File: src/rtl/cwc_pkg.sv
// Shared constants, types and arithmetic helpers of the wall collision block.
`default_nettype none

package cwc_pkg;

    localparam int CWC_MAX_WALLS   = 16;
    localparam int CWC_ADDR_W      = $clog2(CWC_MAX_WALLS);
    localparam int CWC_CNT_W       = CWC_ADDR_W + 1;
    localparam int CWC_ENTRY_W     = 96;
    localparam int CWC_Q_W         = 35;
    localparam int CWC_SQRT_STEPS  = 32;
    localparam int CWC_STEP_W      = 6;
    localparam logic CWC_REG_WALL_COUNT = 1'b0;

    typedef enum logic [4:0] {
        OP_NONE,
        OP_WRITE,
        OP_LOAD,
        OP_RD_C,
        OP_EDGE,
        OP_WX,
        OP_WY,
        OP_SQ1,
        OP_SQ2,
        OP_SQRT,
        OP_CR1,
        OP_CR2,
        OP_DIV,
        OP_DIST,
        OP_DOT2,
        OP_WL,
        OP_TX,
        OP_TY,
        OP_RESULT
    } t_dp_op;

    typedef enum logic [4:0] {
        S_IDLE,
        S_CHK,
        S_RDI,
        S_RDC,
        S_EDGE,
        S_WX,
        S_WY,
        S_SQ1,
        S_SQ2,
        S_SQRT,
        S_CR1,
        S_CR2,
        S_DIV1,
        S_DIST,
        S_DOT2,
        S_DIV2,
        S_WL,
        S_TX,
        S_TY,
        S_NEXT,
        S_DONE
    } t_state;

    typedef struct packed {
        logic               operation;
        logic [3:0]         wall_index;
        logic signed [31:0] wall_x;
        logic signed [31:0] wall_z;
        logic signed [15:0] wall_normal_x;
        logic signed [15:0] wall_normal_z;
        logic signed [31:0] pos_x;
        logic signed [31:0] pos_y;
        logic signed [31:0] vel_x;
        logic signed [31:0] vel_y;
        logic [30:0]        radius;
    } t_in_item;

    typedef struct packed {
        t_dp_op                op;
        logic [CWC_ADDR_W-1:0] rd_addr;
    } t_cmd;

    typedef struct packed {
        logic skip;
        logic dist_neg;
        logic wl_ok;
    } t_sts;

    // Shift right by 14, rounding half away from zero.
    function automatic logic signed [63:0] rnd14(input logic signed [63:0] v);
        logic [63:0] m;
        logic [63:0] r;
        begin
            m = v[63] ? 64'(-v) : 64'(v);
            r = (m + 64'd8192) >> 14;
            rnd14 = v[63] ? -$signed(r) : $signed(r);
        end
    endfunction

    function automatic logic signed [31:0] sat32(input logic signed [63:0] v);
        begin
            if (v > 64'sd2147483647) begin
                sat32 = 32'sh7fffffff;
            end else if (v < -64'sd2147483648) begin
                sat32 = 32'sh80000000;
            end else begin
                sat32 = v[31:0];
            end
        end
    endfunction

    // Symmetric clamp to plus or minus (2^31 - 1).
    function automatic logic signed [31:0] symsat(input logic signed [63:0] v);
        begin
            if (v > 64'sd2147483647) begin
                symsat = 32'sh7fffffff;
            end else if (v < -64'sd2147483647) begin
                symsat = 32'sh80000001;
            end else begin
                symsat = v[31:0];
            end
        end
    endfunction

endpackage

`default_nettype wire

File: src/rtl/cwc_ctrl.sv
// Controller state machine that sequences table writes and the per-wall steps.
`default_nettype none

module cwc_ctrl (
    input  wire logic                          i_clk,
    input  wire logic                          i_rst_n,
    input  wire logic                          i_in_valid,
    input  wire logic                          i_in_op,
    output logic                               o_in_ready,
    output logic                               o_out_valid,
    input  wire logic                          i_out_ready,
    input  wire logic [cwc_pkg::CWC_CNT_W-1:0] i_n_walls,
    input  wire cwc_pkg::t_sts                 i_sts,
    output cwc_pkg::t_cmd                      o_cmd
);

    cwc_pkg::t_state                   r_state, n_state;
    logic [cwc_pkg::CWC_CNT_W-1:0]     r_i, n_i;
    logic [cwc_pkg::CWC_STEP_W-1:0]    r_cnt, n_cnt;
    logic                              r_out_valid, n_out_valid;
    logic [cwc_pkg::CWC_CNT_W-1:0]     w_inc;
    logic [cwc_pkg::CWC_CNT_W-1:0]     w_next;

    assign w_inc  = r_i + (cwc_pkg::CWC_CNT_W)'(1);
    assign w_next = (w_inc == i_n_walls) ? '0 : w_inc;
    assign o_out_valid = r_out_valid;

    always_ff @(posedge i_clk) begin
        if (!i_rst_n) begin
            r_state     <= cwc_pkg::S_IDLE;
            r_i         <= '0;
            r_cnt       <= '0;
            r_out_valid <= 1'b0;
        end else begin
            r_state     <= n_state;
            r_i         <= n_i;
            r_cnt       <= n_cnt;
            r_out_valid <= n_out_valid;
        end
    end

    always_comb begin
        n_state       = r_state;
        n_i           = r_i;
        n_cnt         = r_cnt;
        n_out_valid   = r_out_valid && !i_out_ready;
        o_in_ready    = 1'b0;
        o_cmd.op      = cwc_pkg::OP_NONE;
        o_cmd.rd_addr = r_i[cwc_pkg::CWC_ADDR_W-1:0];
        unique case (r_state)
            cwc_pkg::S_IDLE: begin
                o_in_ready = 1'b1;
                if (i_in_valid) begin
                    if (i_in_op) begin
                        o_cmd.op = cwc_pkg::OP_LOAD;
                        n_i      = '0;
                        n_state  = cwc_pkg::S_CHK;
                    end else begin
                        o_cmd.op = cwc_pkg::OP_WRITE;
                    end
                end
            end
            cwc_pkg::S_CHK: begin
                n_state = (r_i == i_n_walls) ? cwc_pkg::S_DONE : cwc_pkg::S_RDI;
            end
            cwc_pkg::S_RDI: begin
                n_state = cwc_pkg::S_RDC;
            end
            cwc_pkg::S_RDC: begin
                o_cmd.op      = cwc_pkg::OP_RD_C;
                o_cmd.rd_addr = w_next[cwc_pkg::CWC_ADDR_W-1:0];
                n_state       = cwc_pkg::S_EDGE;
            end
            cwc_pkg::S_EDGE: begin
                o_cmd.op = cwc_pkg::OP_EDGE;
                n_state  = cwc_pkg::S_WX;
            end
            cwc_pkg::S_WX: begin
                if (i_sts.skip) begin
                    n_state = cwc_pkg::S_NEXT;
                end else begin
                    o_cmd.op = cwc_pkg::OP_WX;
                    n_state  = cwc_pkg::S_WY;
                end
            end
            cwc_pkg::S_WY: begin
                o_cmd.op = cwc_pkg::OP_WY;
                n_state  = cwc_pkg::S_SQ1;
            end
            cwc_pkg::S_SQ1: begin
                o_cmd.op = cwc_pkg::OP_SQ1;
                n_state  = cwc_pkg::S_SQ2;
            end
            cwc_pkg::S_SQ2: begin
                o_cmd.op = cwc_pkg::OP_SQ2;
                n_cnt    = '0;
                n_state  = cwc_pkg::S_SQRT;
            end
            cwc_pkg::S_SQRT: begin
                o_cmd.op = cwc_pkg::OP_SQRT;
                if (r_cnt == (cwc_pkg::CWC_STEP_W)'(cwc_pkg::CWC_SQRT_STEPS - 1)) begin
                    n_cnt   = '0;
                    n_state = cwc_pkg::S_CR1;
                end else begin
                    n_cnt = r_cnt + (cwc_pkg::CWC_STEP_W)'(1);
                end
            end
            cwc_pkg::S_CR1: begin
                o_cmd.op = cwc_pkg::OP_CR1;
                n_state  = cwc_pkg::S_CR2;
            end
            cwc_pkg::S_CR2: begin
                o_cmd.op = cwc_pkg::OP_CR2;
                n_cnt    = '0;
                n_state  = cwc_pkg::S_DIV1;
            end
            cwc_pkg::S_DIV1, cwc_pkg::S_DIV2: begin
                o_cmd.op = cwc_pkg::OP_DIV;
                if (r_cnt == (cwc_pkg::CWC_STEP_W)'(cwc_pkg::CWC_Q_W - 1)) begin
                    n_cnt   = '0;
                    n_state = (r_state == cwc_pkg::S_DIV1) ? cwc_pkg::S_DIST
                                                           : cwc_pkg::S_WL;
                end else begin
                    n_cnt = r_cnt + (cwc_pkg::CWC_STEP_W)'(1);
                end
            end
            cwc_pkg::S_DIST: begin
                o_cmd.op = cwc_pkg::OP_DIST;
                n_state  = cwc_pkg::S_DOT2;
            end
            cwc_pkg::S_DOT2: begin
                if (i_sts.dist_neg) begin
                    o_cmd.op = cwc_pkg::OP_DOT2;
                    n_cnt    = '0;
                    n_state  = cwc_pkg::S_DIV2;
                end else begin
                    n_state = cwc_pkg::S_NEXT;
                end
            end
            cwc_pkg::S_WL: begin
                o_cmd.op = cwc_pkg::OP_WL;
                n_state  = i_sts.wl_ok ? cwc_pkg::S_TX : cwc_pkg::S_NEXT;
            end
            cwc_pkg::S_TX: begin
                o_cmd.op = cwc_pkg::OP_TX;
                n_state  = cwc_pkg::S_TY;
            end
            cwc_pkg::S_TY: begin
                o_cmd.op = cwc_pkg::OP_TY;
                n_state  = cwc_pkg::S_NEXT;
            end
            cwc_pkg::S_NEXT: begin
                n_i     = w_inc;
                n_state = cwc_pkg::S_CHK;
            end
            cwc_pkg::S_DONE: begin
                if (!r_out_valid || i_out_ready) begin
                    o_cmd.op    = cwc_pkg::OP_RESULT;
                    n_out_valid = 1'b1;
                    n_state     = cwc_pkg::S_IDLE;
                end
            end
            default: begin
                n_state = cwc_pkg::S_IDLE;
            end
        endcase
    end

endmodule

`default_nettype wire

File: config.mk
export PLATFORM = sky130hd
export DESIGN_NAME = cwc_ctrl
export DESIGN_NICKNAME = d
export VERILOG_FILES = /design/src/rtl/cwc_pkg.sv /design/src/rtl/cwc_ctrl.sv
export SDC_FILE = /design/constraint.sdc
export NUM_CORES = 1
export LEC_CHECK = 0
export ABC_AREA = 1
export BUFFER_PORTS_ARGS = -buffer_cell sky130_fd_sc_hd__buf_2
export CAP_MARGIN = 20
export CORE_MARGIN = 2
export CORE_UTILIZATION = 40
export DETAILED_ROUTE_END_ITERATION = 16
export PLACE_DENSITY = 0.69
export REMOVE_ABC_BUFFERS = 1
export SYNTH_ARGS = -nofsm -noshare
export SYNTH_HDL_FRONTEND = slang
export SYNTH_SLANG_ARGS = --single-unit
File: constraint.sdc
create_clock -name i_clk -period 1.9 [get_ports i_clk]
set_input_delay 0.095 -clock i_clk [delete_from_list [all_inputs] [get_ports i_clk]]
set_output_delay 0.095 -clock i_clk [all_outputs]
set_load 0.01 [all_outputs]
Word level (Yosys, flattened, before mapping)
Cells that the tools add are included.

operators by class
  muxes and demuxes = 29
  add/subtract/negate cells = 2
  equal/unequal tests = 30
  reduce and logical (&&, ||, !) cells = 12

operators with widths
  cell                   number
  $pmux W5 S20           1
  $pmux W5 S17           1
  $mux W5                13
  $eq A5 B4 Y1 const B   8
  $eq A5 B5 Y1 const B   5
  $pmux W6 S4            1
  $eq A5 B3 Y1 const B   4
  $mux W6                3
  $mux W4                3
  $ne A2 B2 Y1 const B   6
  $eq A5 B2 Y1 const B   2
  $eq A5 B5 Y1           2
  $pmux W5 S2            1
  $add A6 B1 Y6 const B  1
  $eq A6 B5 Y1 const B   1
  $eq A6 B6 Y1 const B   1
  $add A5 B1 Y5 const B  1
  $eq A5 B1 Y1 const B   1
  $logic_not A5 Y1       1
  $reduce_and A5 Y1      1
  $mux W2                2
  $reduce_bool A4 Y1     1
  $reduce_or A2 Y1       2
  $mux W1                3
  7 further kinds        8

word-level totals
  output and inout port bits = 11
  register bits after elaboration = 17
  word-level logic and storage cells = 77
  bits of input ports = 13

Depth between registers and ports, before layout
Gate-level depths: netlist of the first run.

  depth after elaboration = 4
  depth in mapped cells = 13
  gate-level depth less buffers = 12

Least setup slack after synthesis of the first run
No wires, ideal clock.

  path type = register -> output
  start point = reg r_i[0] (netlist name)
  end point = out o_cmd[0] (netlist name)
  path buffers = 0
  data arrival time = 1,371 ps
  stages on the path, launching flop included = 8
  slack = 434 ps
  data required time = 1,805 ps
  cell sequence = dfxtp_1 -> ha_1 -> xnor2_1 -> nand3_1 -> nor2_1 -> nand2_1 -> o21bai_1 -> o21ai_0

RTL lines
  item                    line            RTL
  from (decl)             cwc_ctrl.sv:18  logic [cwc_pkg::CWC_CNT_W-1:0] r_i, n_i;
  from (signal assigned)  cwc_ctrl.sv:36  r_i <= n_i;
  to (decl)               cwc_ctrl.sv:14  output cwc_pkg::t_cmd o_cmd

==> results of run 1 <==
## per-layer routing
layer	track usage [%]	vias up	wire, µm
met1	24.0	783	1920
met4	10.5	0	148
li1	-	965	-
met2	30.6	76	1900
met3	1.95	14	278
met5	0	-	0
## metrics by stage
| step | setup TNS [ns] | setup slack [ns] | instances | util [%] |
|---|---|---|---|---|
| finish | 0 | 0.0913 | 363 | 48.6 |
| global route | -0.144 | -0.0379 | 363 | 48.6 |
| CTS | 0 | 0.00763 | 363 | 47.6 |
| detailed placement | 0 | 0.211 | 359 | 46.0 |
| global placement | 0 | 0.187 | 359 | 46.0 |
| floorplan | 0 | 0.342 | 283 | - |
## area by class of cell
type | count | area [µm²]
fillers | 431 | 2070
well taps | 50 | 62.6
repair buffers | 26 | 138
multi-input cells | 230 | 1210
inverters | 36 | 149
clock buffers | 3 | 41.3
flip-flops and latches | 17 | 348
clock inverters | 1 | 7.51
## flip-flops by register name, summed over array words and instances (netlist names)
| register | flops |
|---|---|
| o_out_valid | 1 |
| r_state | 5 |
| r_cnt | 6 |
| r_i | 5 |
## logic make-up after synthesis
| family | after synthesis | synth area share (%) |
|---|---|---|
| adders and majority gates | 3 | 2.24 |
| buffers and inverters | 40 | 10.4 |
| and+or+nand+nor | 184 | 50.8 |
| xor gates and xnor gates | 7 | 3.65 |
| AOI/OAI and AO/OA | 36 | 12.7 |
| DFF | 17 | 20.3 |
## layout by cell type, fill, tap and decap left out, types with 2 or more instances in the layout
cell      instances
nand2_1          86
nor2_1           39
inv_1            31
nand3_1          25
buf_2            23
a21oi_1          14
dfxtp_1          13
nand2_2          10
o21ai_0           7
nor2_2            6
nand4_1           5
o21ai_1           5
a21oi_2           5
xor2_1            4
inv_2             3
nand2_4           3
clkbuf_8          3
buf_4             3
dfxtp_2           3
nor2_4            2
nor3_2            2
xnor2_1           2
ha_1              2
## power breakdown
part           total (mW)  switching, mW  internal, mW  leakage (nW)
Combinational       0.488          0.325         0.163         0.788
Clock               0.276          0.129         0.148        0.0217
Sequential          0.418         0.0422         0.376         0.139
## what timing repair did
| action | 4_1_cts | 5_1_grt |
|---|---|---|
| pin swaps | 0 | 2 |
| gates resized for setup | 4 | 13 |
| cloned | 0 | 0 |
| hold endpoints to repair | 0 | 0 |
| setup endpoints to repair | 5 | 8 |
## critical path, delay by kind of cell, from the launching register on
family	cells	cell delay, ns
flip-flops	1	0.37
AND/OR/NAND/NOR	3	0.29
adder cells (fa/ha/maj)	1	0.28
AO/OA/AOI/OAI	2	0.27
buffers and inverters	1	0.14
XOR/XNOR	1	0.11
## final timing paths
check | start | to | slack [ns]
setup / recovery | r_i[1] | o_cmd[3] | 0.09
hold / removal | i_rst_n | r_i[4] | 0.12
setup reg to reg | r_state[3] | r_state[0] | 0.20
hold reg to reg | o_out_valid | o_out_valid | 0.50
==> metrics, run 1 <==
status=completed; final WL=4250 µm; Detailed Route Iter0 Violations=237; Initial Utilization=41.7%; LEAKAGE=0.949 nW; first-pass GRT wire length=6760 µm; CTS HTree Levels=1; crit path time final=1.81 ns; Post-CTS Setup Repair Bufs=0; fin. max-slew vios=0; sequential element share of the synthesized area=20.3%; Area Growth Syn to Fin=16.5%; WP data arrival=1.71 ns; Finished Cell Area=1960 µm²; CP max-delay cell=dfxtp_4; Initial DRT Pass Iterations=4; Routed Antenna Nets=0; cts bufs inserted=3; EDFF count, synth=0; final number of setup-violating endpoints=0; Setup Skew=0.00209 ns; CTS Hold Bufs=0; worst path cell trace=ha_4, xnor2_1, nand3_1, nor2_1, nand2_1, o21bai_4, o21ai_1, buf_2; Relative slew margins=66.1%; Via density=5.06; Max Cap Viol=0; Die H=68.8 µm; biggest cell delay along the critical path=0.37 ns; Async S/R FF share, synth=0%; Tcrit/Tclk final=95.2%; nets=330; cell taking the most area after synthesis=dfxtp_1; CTS root buf=clkbuf_8; Std-Cell Rows=23; Placer Congestion=0.942; input/output buffers=23; Hold WC Path Type=input pin to flop; CTS tree=yes; largest net degree at the start of global routing=14; Worst-Skew Late Latency=0.25 ns; Avg Cell Area, Syn=5.85 µm²; Vias=1838; final hold vios=0; drc violations=0; share of cells above drive strength 1=23.3%; CP Data Required Time=1.80 ns; routed len/inst=11.7 µm; top-count cell post-synth=nand2_1; Synth Instances=287; Die W=68.8 µm; Synth Flop Type=dfxtp_1; VDD IR max=0.400 mV; GRT overflow=0; Max Clk Rate=0.553 GHz; Synth Register Bits=17; worst hold slack=0.120 ns; CP endpoint kind=primary output; YS warnings=0; core outline area=4030 µm²; clock sinks=17; Commonest cells post-synth=nand2_1 (87), nor2_1 (40), inv_1 (31); initial antenna violation count=0; Least-Margin Pin Slew=0.509 ns; area post-placement=1850 µm²; # diodes=0; worst hold stages=3; CP Max Fanout=5; area share of the largest cell type after synthesis=20.3%; Power Dens Cells=604 nW/µm²; FF-to-FF path depth=9; CTS max path bufs=2; CP Class=flop to primary output; CTS clock-pin slew for the worst setup and hold paths=0.07 ns; vias in the first global route=1587; Synth cell types=34; total global-route track usage=18.8%; Critical Path Source Type=flop; total die area=4730 µm²; Synth area leaders=dfxtp_1 (20%), nand2_1 (19%), nor2_1 (8.9%); synthesized cell area=1680 µm²; # IOs=24; total power=1.18 mW; hpwl dp=3340 µm
No activity file was read; power rests on OpenSTA's default activity.
==> run 2, diff against run 1 <==
CORE_MARGIN = 10   (was 2)
CTS_BUF_LIST = sky130_fd_sc_hd__clkbuf_16   (was not set)
==> run 2 against run 1 <==
Against the previous run:
- sequential power barely moved
- worst setup slack improved by 0.022 ns
- register-to-register slack improved by 0.08 ns
- hold slack improved by 0.0085 ns
- cell area rose by 1.3%
- global-route usage fell by 6.5 points
- largest cell class unchanged
- largest power group unchanged
- highest routed layer unchanged
==> metrics, run 2 (synthesis results as in run 1) <==
Die H=84.8 µm; worst path cell trace=ha_4, xnor2_1, nand3_1, nor2_1, nand2_1, o21bai_2, o21ai_0, buf_2; RSZ-0062 raised after global routing=false; Area Growth Syn to Fin=18.1%; nets=330; Buf/Inv on CP=1; input/output buffers=23; Setup TNS Final=0 ns; CTS root buf=clkbuf_16; Post-CTS Setup Repair Bufs=0; Biggest register=r_cnt; critical path's top delay family=flip-flops; CTS max path bufs=2; CP Class=flop to primary output; drc violations=0; Initial DRT Pass Iterations=4; LEAKAGE=0.969 nW; CP max-delay cell=dfxtp_1; Routed Antenna Nets=0; largest net degree at the start of global routing=14; cts bufs inserted=3; clock sinks=17; first-pass GRT wire length=7680 µm; most common cell after layout, fill and taps aside=nand2_1; CTS tree=yes; total global-route track usage=12.3%; final WL=4480 µm; core outline area=4030 µm²; Initial Utilization=41.7%; Placer Congestion=0.913; CTS clock-pin slew for the worst setup and hold paths=0.05 ns; Hold Crit Start=i_out_ready; Via density=5.10; Relative slew margins=66.1%; Die W=84.8 µm; # diodes=0; final number of setup-violating endpoints=0; Detailed Route Iter0 Violations=158; Least-Margin Pin Slew=0.508 ns; worst hold stages=4; reg2reg start=r_state[3]; Hold WC Path Type=input pin to flop; status=completed; crit path time final=1.79 ns; Setup Skew=0.00250 ns; final hold vios=0; GRT overflow=0; reg2reg end=r_cnt[5]; initial antenna violation count=0; CP endpoint kind=primary output; FF-to-FF path depth=11; WP data arrival=1.69 ns; Tcrit/Tclk final=94.0%; crit path from=r_i[0]; Worst-Skew Late Latency=0.25 ns; CP Data Required Time=1.80 ns; Critical Path Source Type=flop; Std-Cell Rows=23; # IOs=24; CP Max Fanout=4; worst reg-to-reg setup slack=0.28 ns; final setup margin=0.114 ns; total die area=7190 µm²; vias in the first global route=1731; biggest cell delay along the critical path=0.39 ns; CTS HTree Levels=1; Max Cap Viol=0; Power Dens Cells=665 nW/µm²; pre-CTS setup slack=0.202 ns; leading registers by flop count=r_cnt (6), r_i (5), r_state (5); most frequent cells in the layout=nand2_1 (86), nor2_1 (37), inv_1 (32); VDD IR max=0.399 mV; fin. max-slew vios=0; max reg flops=6; WHS Endpoint=o_out_valid; share of cells above drive strength 1=23.0%; routed len/inst=12.3 µm; CTS Hold Bufs=0; hpwl dp=3590 µm; Max Clk Rate=0.560 GHz; Vias=1853
==> run 2: cell types whose count changed in the layout (fill, tap and decap cells not counted), sizes merged <==
cell / change
inv: +1
clkinvlp: -1
==> run 2: how the worst max path moves through the flow <==
| stage | depth (start not counted) | end | slack, ns |
|---|---|---|---|
| after floorplan | 9 | r_state[1] | 0.34 |
| final | 8 | o_cmd[3] | 0.11 |
| after CTS | 6 | o_cmd[3] | 0.02 |
| after global routing | 10 | r_state[1] | 0.004 |
| after global placement | 8 | o_cmd[3] | 0.20 |
| after detailed placement | 8 | o_cmd[3] | 0.20 |
==> run 2: cell type report <==
type	count	area [µm²]
Fill cell	429	2050
Multi-Input combinational cell	230	1210
Sequential cell	17	347
Inverter	36	149
Timing Repair Buffer	26	138
Clock buffer	3	75.1
Tap cell	50	62.6
Clock inverter	1	3.75
==> run 2: layer usage <==
metal | track usage (%) | vias up | wire (µm)
li1 | - | 962 | -
met1 | 15.5 | 812 | 1980
met2 | 19.4 | 63 | 2120
met3 | 2.80 | 16 | 258
met4 | 5.24 | 0 | 119
met5 | 0 | - | 0
==> run 2: worst min-delay path, delay by kind of cell <==
| kind | cells | cell delay [ns] |
|---|---|---|
| buf+inv | 2 | 0.11 |
| simple gates | 1 | 0.06 |
| compound gates | 1 | 0.06 |
==> run 2: power breakdown <==
part	internal (mW)	switching, mW
combinational	0.162	0.322
sequential	0.377	0.0387
clock	0.280	0.140
==> run 2: what timing repair did <==
action	4_1_cts	5_1_grt
setup endpoints to repair	4	8
pin swaps	0	1
gates resized for setup	3	11
==> run 2: metrics by stage <==
stage	util, %	power (mW)	instance area (µm²)	cells	hold WS [ns]
after global placement	46.0	0.890	1850	359	0.391
after detailed placement	46.0	0.896	1850	359	0.387
final	49.2	1.32	1980	363	0.128
after floorplan	-	0.762	1650	283	0.233
after global routing	49.2	1.42	1980	363	0.151
after CTS	48.3	1.32	1950	363	0.127
==> run 3, diff against run 2 <==
CTS_BUF_LIST = sky130_fd_sc_hd__clkbuf_4 sky130_fd_sc_hd__clkbuf_8   (was sky130_fd_sc_hd__clkbuf_16)
clock period = 2 ns   (was 1.9 ns; I/O delays follow)
==> run 3 against run 2 <==
Against the previous run:
- clock power decreased by 35%
- highest routed layer unchanged
- clock-buffer cell count unchanged
- cell area decreased by 2.8%
- via count decreased by 1.5%
- largest power group unchanged
- register-to-register slack improved by 0.10 ns
==> metrics, run 3 (synthesis results as in run 1) <==
status=completed; Initial Utilization=41.7%; hpwl dp=3470 µm; WP data arrival=1.73 ns; fin. max-slew vios=0; part of the power in registers=35.3%; Worst-Skew Late Latency=0.26 ns; VDD IR max=0.306 mV; Psw=469 µW; Max Cap Viol=0; routed len/inst=11.9 µm; Die H=84.8 µm; Die W=84.8 µm; crit path time final=1.83 ns; CP Max Fanout=8; CTS tree=yes; combinational share of power=40.5%; final WL=4310 µm; Area Growth Syn to Fin=14.8%; clock sinks=17; Power Dens Cells=581 nW/µm²; Routed met3 length=283 µm; biggest cell delay along the critical path=0.43 ns; # diodes=0; Critical Path Source Type=flop; Fill cells=422; Hold WC Path Type=input pin to flop; # IOs=24; Detailed Route Iter0 Violations=121; CTS max path bufs=2; max layer used=met4; Placer Congestion=0.923; CP Data Required Time=1.90 ns; LEAKAGE=0.946 nW; GRT overflow=0; largest net degree at the start of global routing=14; max reg flops=6; critical path's top delay family=simple AND/OR/NAND/NOR gates; input/output buffers=23; most frequent cells in the layout=nand2_1 (87), nor2_1 (38), inv_1 (31); total die area=7190 µm²; CTS HTree Levels=1; CP max-delay cell=dfxtp_2; Initial DRT Pass Iterations=4; Internal=650 µW; FF/Latch Area=345 µm²; RSZ-0062 raised after global routing=false; Least-Margin Pin Slew=0.500 ns; wl on met1=1890 µm; core outline area=4030 µm²; nets=329; first-pass GRT wire length=7330 µm; cts bufs inserted=3; final hold vios=0; sw frac=41.9%; final number of setup-violating endpoints=0; Setup TNS Final=0 ns; Relative slew margins=66.6%; drc violations=0; Buf/Inv on CP=1; leading registers by flop count=r_cnt (6), r_i (5), r_state (5); most common cell after layout, fill and taps aside=nand2_1; Biggest register=r_cnt; Tcrit/Tclk final=91.6%; worst hold slack=0.113 ns; Routed Antenna Nets=0; Via density=5.04; multi-input logic area=1190 µm²; CP endpoint kind=primary output; Setup Skew=0.00321 ns; Max Clk Rate=0.546 GHz; total power=1.12 mW; Vias=1825; CTS clock-pin slew for the worst setup and hold paths=0.07 ns; clock network fraction of total power=24.2%; vias in the first global route=1667; CTS root buf=clkbuf_8; initial antenna violation count=0; CTS Hold Bufs=0; share of cells above drive strength 1=22.4%; Std-Cell Rows=23; worst path cell trace=nand2_2, nor2_4, nand2_1, o21bai_2, o21ai_0, buf_2; CP Class=flop to primary output; routed wl met2=2090 µm; total global-route track usage=11.8%
-- run 3: cell type report --
class,instances,share of cell area (%)
Clock buffer,3,2.14
Tap cell,50,3.25
Inverter,36,7.73
Multi-Input combinational cell,230,61.9
Clock inverter,1,0.260
Sequential cell,17,17.9
Timing Repair Buffer,25,6.75
-- run 3: final timing paths --
check	slack, ns	endpoint	depth (start not counted)	start
setup / recovery	0.17	o_cmd[1]	6	r_state[0]
hold / removal	0.11	o_out_valid	4	i_out_ready
setup reg to reg	0.38	r_state[1]	10	r_cnt[0]
hold reg to reg	0.49	o_out_valid	2	o_out_valid
-- run 3: what timing repair did --
action / CTS / global route
gates resized for setup: 1 / 8
pin swaps: 0 / 1
endpoints found under the setup margin: 3 / 8
buffers inserted: 0 / 0
-- run 3: power groups by stage --
stage	registers [mW]	clock network (mW)	logic [mW]
2_1_floorplan	0.393	0	0.331
3_3_place_gp	0.399	0	0.447
3_5_place_dp	0.397	0	0.449
4_1_cts	0.389	0.282	0.450
5_1_grt	0.399	0.290	0.502
6_report	0.395	0.271	0.453
-- run 3: metrics by stage --
stage	util, %	worst slack [ns]	cells	instance area (µm²)
final	47.8	0.168	362	1930
after global routing	47.8	0.0599	362	1930
after CTS	47.0	0.0216	362	1890
after detailed placement	45.8	0.280	358	1850
after global placement	45.8	0.347	358	1850
after floorplan	-	0.442	283	1650
-- run 3: routing by layer --
metal,GRT usage (%),vias up
li1,-,969
met2,19.4,50
met4,4.34,0
met3,2.90,6
met5,0,-
met1,14.5,800
-- run 3: worst reg2reg max path: cells and delay by family (launching register included) --
family / cells / cell delay [ns]
AND/OR/NAND/NOR: 5 / 0.49
flip-flops: 1 / 0.40
AO/OA/AOI/OAI: 2 / 0.27
adder cells (fa/ha/maj): 1 / 0.20
buffers and inverters: 2 / 0.15
